==> src/hw/rtl/sas_ram.sv <==
// Generic single-port-write, single-port-read RAM with registered read.
// No dependencies.
module sas_ram #(
  parameter int WIDTH = 8,
  parameter int DEPTH = 64
) (
  input  logic                     clk,
  input  logic                     we,
  input  logic [$clog2(DEPTH)-1:0] waddr,
  input  logic [WIDTH-1:0]         wdata,
  input  logic [$clog2(DEPTH)-1:0] raddr,
  output logic [WIDTH-1:0]         rdata
);

  logic [WIDTH-1:0] mem [DEPTH];

  always_ff @(posedge clk) begin
    if (we) begin
      mem[waddr] <= wdata;
    end
    rdata <= mem[raddr];
  end

endmodule

==> config.mk <==
export PLATFORM = sky130hd
export DESIGN_NAME = sas_ram
export DESIGN_NICKNAME = d
export VERILOG_FILES = /design/src/hw/rtl/sas_ram.sv
export SDC_FILE = /design/constraint.sdc
export NUM_CORES = 1
export LEC_CHECK = 0
export BUFFER_PORTS_ARGS = -buffer_cell sky130_fd_sc_hd__buf_2
export CAP_MARGIN = 20
export CORE_UTILIZATION = 51
export CTS_BUF_LIST = sky130_fd_sc_hd__clkbuf_4
export CTS_CLUSTER_SIZE = 20
export DETAILED_ROUTE_END_ITERATION = 10
export PLACE_DENSITY_LB_ADDON = 0.3
export SKIP_LAST_GASP = 1
export SLEW_MARGIN = 20
export SYNTH_ARGS = -nofsm -noshare
export SYNTH_HDL_FRONTEND = slang
export SYNTH_SLANG_ARGS = --single-unit
==> constraint.sdc <==
create_clock -name clk -period 2.9 [get_ports clk]
set_input_delay 0.87 -clock clk [delete_from_list [all_inputs] [get_ports clk]]
set_output_delay 0.87 -clock clk [all_outputs]
set_load 0.01 [all_outputs]
Word-level counts from Yosys, hierarchy flattened --
Memory sizes are Yosys's and may differ from the RTL's. A register that Yosys moved wholly into a read port is not among the register bits. Cells that the tools add are included.
Storage, ports and cells: bits in registers 0, RAM bits 512, input bits 22, memories kept 1, word-level logic and storage cells 3, output and inout bits 8
Memory list:
- mem | words 64, bits a word 8, rd ports 1, clocked after Yosys merged registers in 1, write ports 1, line 15 | logic [WIDTH-1:0] mem [DEPTH];
Operators by class: mux-type cells 2
Operator list (number):
- $mux 1 | 2

Depth between registers and ports, before layout --
Gate-level depths: netlist of run 1.
depth in word-level cells 2, depth in mapped cells 9

Worst setup path after synthesis of run 1 --
OpenSTA, ideal clock, no wires.
kind in2reg, start point in raddr[1], end point reg rdata[3] (read register of mem), path buffers 3, arrival 2.410 ns, stages 7, data required time 2.772 ns, path slack 0.362 ns, path through buf_4 -> buf_2 -> buf_2 -> mux4_2 -> mux4_2 -> o21ai_1 -> o41ai_1
RTL lines:
- start, declared | line 11 | input logic [$clog2(DEPTH)-1:0] raddr,
- end, declared | line 12 | output logic [WIDTH-1:0] rdata

Worst setup path in the final report of run 1 --
start point reg rdata[7] (read register of mem), end point out rdata[7]
No word-level cell between the ends.

==> metrics.txt, run 1 <==
die height 201 um; CP startpoint kind flop; Routed WL per cell 24.9 um; actual slew at the worst max-slew pin 852 ps; Max VDD drop 0.408 mV; PortBufs 29; Root Buffer clkbuf_4; initial antenna violation count 2; placed inst area 21,900 sq um; worst relative slew slack 0.432; Hold-fix buffers, CTS 0; post-CTS setup buffers 0; Hold Vio Cnt, Final 0; largest fanout on the critical path 1; fillers 2,730; GRT met2 Usage 0.367; post-synthesis instance area 20,200 sq um; Slew Limit Fails 0; Seq cells post-synth 520; post-DP HPWL 29,100 um; post-synthesis async set-or-reset flop share 0; post-CTS sizing 0; Multi-input gate area 4320 sq um; CTS Buf Count 131; Buf/Inv on CP 1; count of different cell masters after synthesis 40; number of synthesized flops with an enable pin 512; first-pass GRT wire length 67,400 um; Max clock buf depth 3; Syn Nets 962; core area 38,800 sq um; Layout Skew 39.4 ps; DIE AREA 40,300 sq um; # H-tree levels 4; CTS tree done; leakage 7.86 nW; status completed; Seq/Total Area, Yosys 0.770; main flop type after synthesis edfxtp_1; largest net degree at the start of global routing 65; CP arrival 1410 ps; vias in the first global route 10,900; synthesized instance count 940; Final Critical Period 2280 ps; cell area after layout 23,600 sq um; vias 10,500; synth warn 0; cell family with most CP delay flip-flops; Via-to-Cell Ratio 5.79; GRT met1 Usage 0.311; Area Overhead vs Synth 16.8%; Crit path required time 2030 ps; layout cells sized above 1 0.404; Max Cap Viol 0; gpl congestion 0.833; Total GRT Usage 0.232; die width 201 um; # DRC 0; placed cells 1,586; Pwr per Cell Area 646 nW/um^2; CP max-delay cell dfxtp_1; I/O pins 30; CP max stage delay 420 ps; area taken by flip-flops and latches 15,500 sq um; Hold WC Path Type in2reg; Final Setup Violations 0; Top Usage Layer GRT met2; crit path cell chain buf_2; Syn Area/Cell 21.5 sq um; critical path class reg2out; DRT Wirelength 45,100 um; Finished Layout Cells 1,808; unrepaired setup endpoints after global routing false; GR Layer Usage met3 0.0555; Sink Count 520; fin crit share 0.785; clock slew at reported path FFs 70 ps; number of nets in the final layout 1,223; ANT nets after route 0; grt ovf 0; critical path capture point type output pin; std cell rows 72; fmax 439 MHz; Initial Utilization 0.519; DRT iter0 DRCs 903; Pre-antenna DRT Iters 5; clk_lat worst skew 820 ps
==> cells in the final DEF, fill, tap and decap left out, drive strengths merged, types with 2 or more instances in the layout <==
cell type	count
a2111oi	2
a221oi	6
nand2	19
nand4	2
mux2i	23
a211oi	4
inv	5
clkinv	25
edfxtp	512
nor4	2
o2bb2ai	3
nor3	7
o221ai	8
clkbuf	187
a21oi	3
o221a	2
nand2b	7
mux2	13
o2111ai	3
o21ai	4
mux4	126
nor2b	14
o32ai	2
nor2	83
dfxtp	8
o21a	2
buf	178
bufinv	3
a22oi	3
nand3	13
nand3b	3
clkinvlp	2
o41ai	2
o22ai	8
==> power breakdown <==
| group | internal [mW] | total, mW | switching (mW) | leakage (nW) |
|---|---|---|---|---|
| clock | 3.21 | 6.02 | 2.81 | 0.971 |
| combinational | 0.364 | 0.858 | 0.494 | 2.22 |
| sequential | 8.31 | 8.34 | 0.0207 | 4.67 |
==> metrics by stage <==
stage                     TNS, ps  total power [mW]  hold slack [ps]  setup slack (ps)   util
after floorplan                 0              8.94              718               362      -
after global placement       -431              9.34              794              -253  0.565
after detailed placement     -351              9.36              825              -163  0.565
after CTS                       0              15.3              413               557  0.607
after global routing            0              15.8              421               596  0.607
final                           0              15.2              476               623  0.607
==> worst paths after layout <==
path               from  slack, ps  cells after the start         end
max            rdata[7]        620                      1    rdata[7]
min            wdata[7]        480                      1  mem[12][7]
max reg2reg  mem[44][2]        930                      5    rdata[2]
min reg2reg  mem[30][4]        850                      3    rdata[4]
==> synthesized netlist by cell type (4+ instances only) <==
master / number / area [sq um]
nor3_1: 7 / 35.0
nand2_1: 19 / 71.3
nand3_1: 13 / 65.1
nor2b_1: 14 / 87.6
mux2i_1: 23 / 230
buf_1: 4 / 15.0
buf_4: 13 / 97.6
a221oi_1: 6 / 52.6
nor2_1: 83 / 312
a211oi_1: 4 / 30.0
mux2_2: 13 / 146
clkbuf_1: 17 / 63.8
nand2b_1: 7 / 43.8
mux4_2: 126 / 2840
dfxtp_1: 8 / 160
edfxtp_1: 512 / 15400
buf_2: 11 / 55.1
o221ai_1: 8 / 70.1
buf_6: 4 / 45.0
o22ai_1: 8 / 50.1
==> kinds of logic (layout without fill, tap and decap cells) <==
kind of cell,count (synthesis),count (layout),share of synthesized area
other,0,1,0
buffers and inverters,51,400,0.0157
DFF,520,520,0.770
and+or+nand+nor,153,153,0.0339
AOI/OAI and AO/OA,54,54,0.0207
muxes,162,162,0.159
==> per-layer routing <==
metal | up-vias | part of all wire | routed length, um
met3 | 93 | 0.080 | 3610
li1 | 4535 | - | -
met4 | 2 | 0.029 | 1300
met5 | - | 0.00029 | 13
met1 | 5376 | 0.40 | 18200
met2 | 468 | 0.49 | 22000
==> state kept, by name, indices dropped and copies added, names as in the netlist <==
| signal | cells |
|---|---|
| mem | 512 |
| rdata | 8 |
==> final cells by class <==
class | instances | area share
antenna | 1 | 0.000106
sequential | 520 | 0.659
timing repair buffer | 179 | 0.0609
tap | 518 | 0.0275
multi-input combinational | 369 | 0.183
clock inverter | 35 | 0.00951
clock buffer | 186 | 0.0593
(Power assumes the default switching activity.)
==> run 2, diff against run 1 <==
ABC_AREA = 1   (was not set)
clock period = 2.3 ns   (was 2.9 ns; I/O delays follow)
==> metrics.txt, run 2 <==
CTS tree done; post-synthesis async set-or-reset flop share 0 (unchanged); CP startpoint kind flop; core area 41,000 sq um (+5.6%); largest net degree at the start of global routing 74 (+14%); R2R Setup Slk 910 ps (-20 ps); layout cells sized above 1 0.177 (-0.227); die height 207 um (+2.8%); largest fanout on the critical path 1 (unchanged); Largest regs mem (512), rdata (8); Seq/Total Area, Yosys 0.728 (-0.0423); commonest cells after routing, fill and taps aside 648 x nand2_1, 512 x edfxtp_1, 439 x nand3_1, 193 x clkbuf_4, 96 x buf_4; combinational family with the most area after synthesis simple AND/OR/NAND/NOR gates; synthesized instance count 1,805 (+92%); CP endpoint rdata[3]; unrepaired setup endpoints after global routing false; Syn Nets 1,827 (+90%); Sink Count 520 (unchanged); die width 207 um (+2.8%); DIE AREA 42,700 sq um (+5.8%); Routed WL per cell 20.5 um (-18%); Seq cells post-synth 520 (unchanged); Tot Pwr 19.7 mW (+29%); Adder-Cell Fraction of Synth Area 0 (unchanged); Via-to-Cell Ratio 5.63 (-2.8%); Layout Skew 60.1 ps (+20.8 ps); DRT iter0 DRCs 1,479 (+64%); Final WS setup 133 ps (-490 ps); post-DP HPWL 31,500 um (+8.5%); CP arrival 1480 ps (+70 ps); post-CTS sizing 0 (unchanged); Area Overhead vs Synth 14.3%; ANT nets after route 0 (unchanged); cell family with most CP delay flip-flops; post-synthesis instance area 21,300 sq um (+5.8%); Pre-antenna DRT Iters 10 (+5); status complete, but fails checks; synth warn 0 (unchanged); CP startpoint rdata[3]; actual slew at the worst max-slew pin 788 ps (-64.0 ps); vias in the first global route 14,600 (+34%); Pwr per Cell Area 806 nW/um^2 (+25%); Total GRT Usage 0.262 (+0.0297); post-synth top area cell edfxtp_1; grt ovf 0 (unchanged); CP max stage delay 440 ps (+20 ps); most common cell after layout, fill and taps aside nand2_1; Largest Register mem; DP Worst Slack -44.3 ps (+119 ps); Max clock buf depth 3 (unchanged); Crit path required time 1610 ps (-420 ps); top cells by count, synth 648 x nand2_1, 512 x edfxtp_1, 439 x nand3_1, 56 x nor2_1, 37 x buf_2; clk_lat worst skew 850 ps (+30 ps); ranking of synthesized cells by area edfxtp_1 72%, nand2_1 11%, nand3_1 10%; Final Setup Violations 0 (unchanged); Syn Area/Cell 11.8 sq um (-45%); DRT Wirelength 53,600 um (+19%); Initial Utilization 0.520 (+0.000856); fillers 3,329 (+22%); failing checks DRC; # DRC 4 (+4); Buf/Inv on CP 1 (unchanged); critical path capture point type output pin; compound-cell area share of the yosys netlist 0 (-0.0207); Reg2Reg Launch Point mem[47][7]; Simple-Gate Fraction of Synth Area 0.232 (+0.198); std cell rows 74 (+2.8%); Hold Vio Cnt, Final 0 (unchanged); setup TNS 0 ps (unchanged); Root Buffer clkbuf_4; post-synthesis mux area share 0 (-0.159); leakage 9.18 nW (+17%); count of different cell masters after synthesis 16 (-60%); initial antenna violation count 1 (-1); crit path cell chain buf_2; Synth top area share 0.720 (-0.0419); hold slack 236 ps (-240 ps); Hold WC Path Type in2reg; post-CTS setup buffers 0 (unchanged); vias 14,700 (+41%); CTS Buf Count 132 (+0.76%); CP max-delay cell dfxtp_1; worst r2r dst rdata[7]; Max Cap Viol 0 (unchanged); Synth Area in XOR/XNOR 0 (unchanged); R2R cell count 8 (+3); main flop type after synthesis edfxtp_1; Final Critical Period 2170 ps; worst relative slew slack 0.475 (+0.0427); fmax 461 MHz; gpl congestion 0.851 (+2.2%); number of nets in the final layout 2,004 (+64%); critical path class reg2out; PortBufs 29 (unchanged); max FFs per register 512 (unchanged); clock slew at reported path FFs 80 ps (about the same); # H-tree levels 4 (unchanged); I/O pins 30 (unchanged); most frequent cell after synthesis nand2_1; number of synthesized flops with an enable pin 512 (unchanged); Max VDD drop 0.602 mV (+47%); number of cells on the critical path 1 (unchanged); Hold-fix buffers, CTS 0 (unchanged); fin crit share 0.942; first-pass GRT wire length 82,800 um (+23%); Slew Limit Fails 0 (unchanged)
[run 2: cell count changes after synthesis, moves of 14 or more]
cell	change
nand2_1	+629
nand3_1	+426
mux4_2	-126
buf_6	+31
nor2_1	-27
buf_2	+26
mux2i_1	-23
nor2b_1	-14
[run 2: logic make-up after synthesis]
group | after synthesis
AND/OR/NAND/NOR | 1160
flip-flops | 520
buffers and inverters | 125
[run 2: layer usage]
layer  part of all wire  wire length [um]  vias up  GRT usage
li1                   -                 -     6798          -
met1               0.41             22000     7005      0.363
met2               0.46             24700      789      0.400
met3              0.099              5300      127     0.0619
met4              0.030              1600        0      0.106
met5                  0                 0        -          0
[run 2: how the worst min path moves through the flow]
| stage | cells after the start | slack, ps | end | from |
|---|---|---|---|---|
| after floorplan | 8 | 720 | rdata[0] | mem[52][0] |
| after global placement | 8 | 800 | rdata[7] | mem[24][7] |
| after detailed placement | 8 | 820 | rdata[5] | mem[1][5] |
| after CTS | 3 | 170 | rdata[3] | raddr[5] |
| after global routing | 3 | 190 | rdata[3] | raddr[5] |
| final | 3 | 240 | rdata[3] | raddr[5] |
[run 2: area by class of cell]
| type | instances | area, sq um | share of cell area |
|---|---|---|---|
| diodes | 2 | 5.00 | 0.000205 |
| inverters | 12 | 52.6 | 0.00215 |
| well taps | 532 | 666 | 0.0273 |
| clock buffers | 193 | 1450 | 0.0594 |
| multi-input cells | 1160 | 4950 | 0.203 |
| repair buffers | 156 | 1510 | 0.0618 |
| flip-flops and latches | 520 | 15500 | 0.637 |
| clock inverters | 38 | 233 | 0.00954 |
[run 2: stage by stage]
step                      area [sq um]   util  instances
after CTS                        24400  0.595       2611
after global placement           22700  0.554       2380
after floorplan                  21300      -       1805
after global routing             24400  0.595       2612
final                            24400  0.595       2613
after detailed placement         22700  0.554       2380
[run 2: worst reg2reg max path: stages, from the launching register on]
cell	delay, ps
edfxtp_1	370
nand2_1	80
nand3_1	70
nand3_1	130
nand2_1	130
nand2_1	100
nand3_1	170
nand3_1	190
nand2_1	70
[run 2: report_power, final]
group	switching (mW)	leakage, nW	internal [mW]
clock	3.62	1.01	4.19
combinational	0.934	3.49	0.397
sequential	0.0351	4.67	10.5
==> run 3, diff against run 2 <==
clock period = 2.65 ns   (was 2.3 ns; I/O delays follow)
==> metrics.txt, run 3 (synthesis gave the netlist of run 2 again) <==
status complete, but fails checks; failing checks DRC; Root Buffer clkbuf_4; R2R Setup Slk 1250 ps (+340 ps); Pwr per Cell Area 696 nW/um^2 (-14%); Max clock buf depth 3 (unchanged); vias 14,500 (-1.3%); Crit path required time 1860 ps (+250 ps); Via-to-Cell Ratio 5.60 (-0.60%); actual slew at the worst max-slew pin 617 ps (-171 ps); # DRC 4 (unchanged); area taken by flip-flops and latches 15,500 sq um (unchanged); Max VDD drop 0.382 mV (-37%); most common cell after layout, fill and taps aside nand2_1; hold path start raddr[5]; cell family with most CP delay flip-flops; Largest Register mem; hold slack 335 ps (+98.9 ps); Final Critical Period 2300 ps; worst relative slew slack 0.588 (+0.113); crit path cell chain buf_2; I/O pins 30 (unchanged); CTS tree done; critical path class reg2out; placed cells 2,373 (-0.29%); ANT nets after route 0 (unchanged); critical path capture point type output pin; Multi-input gate area 4950 sq um (unchanged); fillers 3,303 (-0.78%); Hold Path Cell Cnt 3 (unchanged); gpl congestion 0.873 (+2.5%); fmax 435 MHz; Hold WC Path Type in2reg; DIE AREA 42,700 sq um (unchanged); PortBufs 29 (unchanged); largest fanout on the critical path 1 (unchanged); number of nets in the final layout 2,001 (-0.15%); clk_lat worst skew 840 ps (about the same); post-CTS sizing 0 (unchanged); Buf/Inv on CP 1 (unchanged); Sink Count 520 (unchanged); DRT iter0 DRCs 1,566 (+5.9%); CP startpoint kind flop; Max Cap Viol 0 (unchanged); grt ovf 0 (unchanged); post-CTS setup buffers 0 (unchanged); Finished Layout Cells 2,594 (-0.73%); Area Overhead vs Synth 13.1%; CP max stage delay 490 ps (+50 ps); Reg2Reg Launch Point mem[19][6]; setup TNS 0 ps (unchanged); Slew Limit Fails 0 (unchanged); layout cells sized above 1 0.172 (-0.00468); Layout Skew 58.1 ps (-2.07 ps); Largest regs mem (512), rdata (8); Initial Utilization 0.520 (unchanged); largest net degree at the start of global routing 111 (+50%); # H-tree levels 4 (unchanged); DRT Wirelength 53,300 um (-0.70%); CTS Buf Count 136 (+3.0%); post-DP HPWL 30,700 um (-2.8%); R2R cell count 8 (unchanged); Hold-fix buffers, CTS 0 (unchanged); Routed WL per cell 20.5 um (about the same); max FFs per register 512 (unchanged); die width 207 um (unchanged); clock slew at reported path FFs 60 ps (-20 ps); unrepaired setup endpoints after global routing false; initial antenna violation count 4 (+3); vias in the first global route 14,300 (-2.5%); fin crit share 0.867; worst r2r dst rdata[6]; Total GRT Usage 0.260 (-0.00207); Hold Vio Cnt, Final 0 (unchanged); std cell rows 74 (unchanged); hold path endpoint rdata[3]; CP max-delay cell dfxtp_1; first-pass GRT wire length 81,900 um (-1.1%); die height 207 um (unchanged); commonest cells after routing, fill and taps aside 648 x nand2_1, 512 x edfxtp_1, 439 x nand3_1, 193 x clkbuf_4, 99 x buf_4; leakage 9.05 nW (-1.3%); Final Setup Violations 0 (unchanged); core area 41,000 sq um (unchanged); Pre-antenna DRT Iters 8 (-2); CP arrival 1500 ps (+20 ps)
run 3: layout make-up:
class,count,share of cell area
antenna,2,0.000207
timing repair buffer,149,0.0551
multi-input combinational,1160,0.205
inverter,12,0.00218
clock buffer,193,0.0600
tap,532,0.0276
sequential,520,0.644
clock inverter,26,0.00653
run 3: worst max path at each step:
stage	from	endpoint	slack (ps)	depth (start not counted)
after floorplan	we	mem[48][0]	90	3
after global placement	raddr[0]	rdata[3]	50	12
after detailed placement	raddr[0]	rdata[6]	40	12
after CTS	rdata[6]	rdata[6]	300	1
after global routing	rdata[6]	rdata[6]	270	1
final	rdata[6]	rdata[6]	350	1
run 3: per-layer routing:
metal	share of wire	routed length, um	GRT usage
met5	0.00051	27	0
met4	0.024	1280	0.101
met3	0.097	5160	0.0625
met2	0.47	24900	0.398
met1	0.41	21900	0.360
run 3: through the flow:
stage	util	total power, mW	cell area [sq um]	setup WS, ps
after detailed placement	0.549	10.4	22500	44.9
after floorplan	-	9.94	21300	88.9
after CTS	0.588	16.9	24100	300
final	0.589	16.8	24100	354
after global routing	0.588	17.5	24100	265
after global placement	0.549	10.4	22500	54.6
run 3: power breakdown:
part           switching, mW  internal [mW]  total (mW)  leakage [nW]
Clock                   3.05           3.50        6.56         0.970
Sequential            0.0321           9.10        9.13          4.67
Combinational          0.808          0.315        1.12          3.41
Total                   3.89           12.9        16.8          9.05
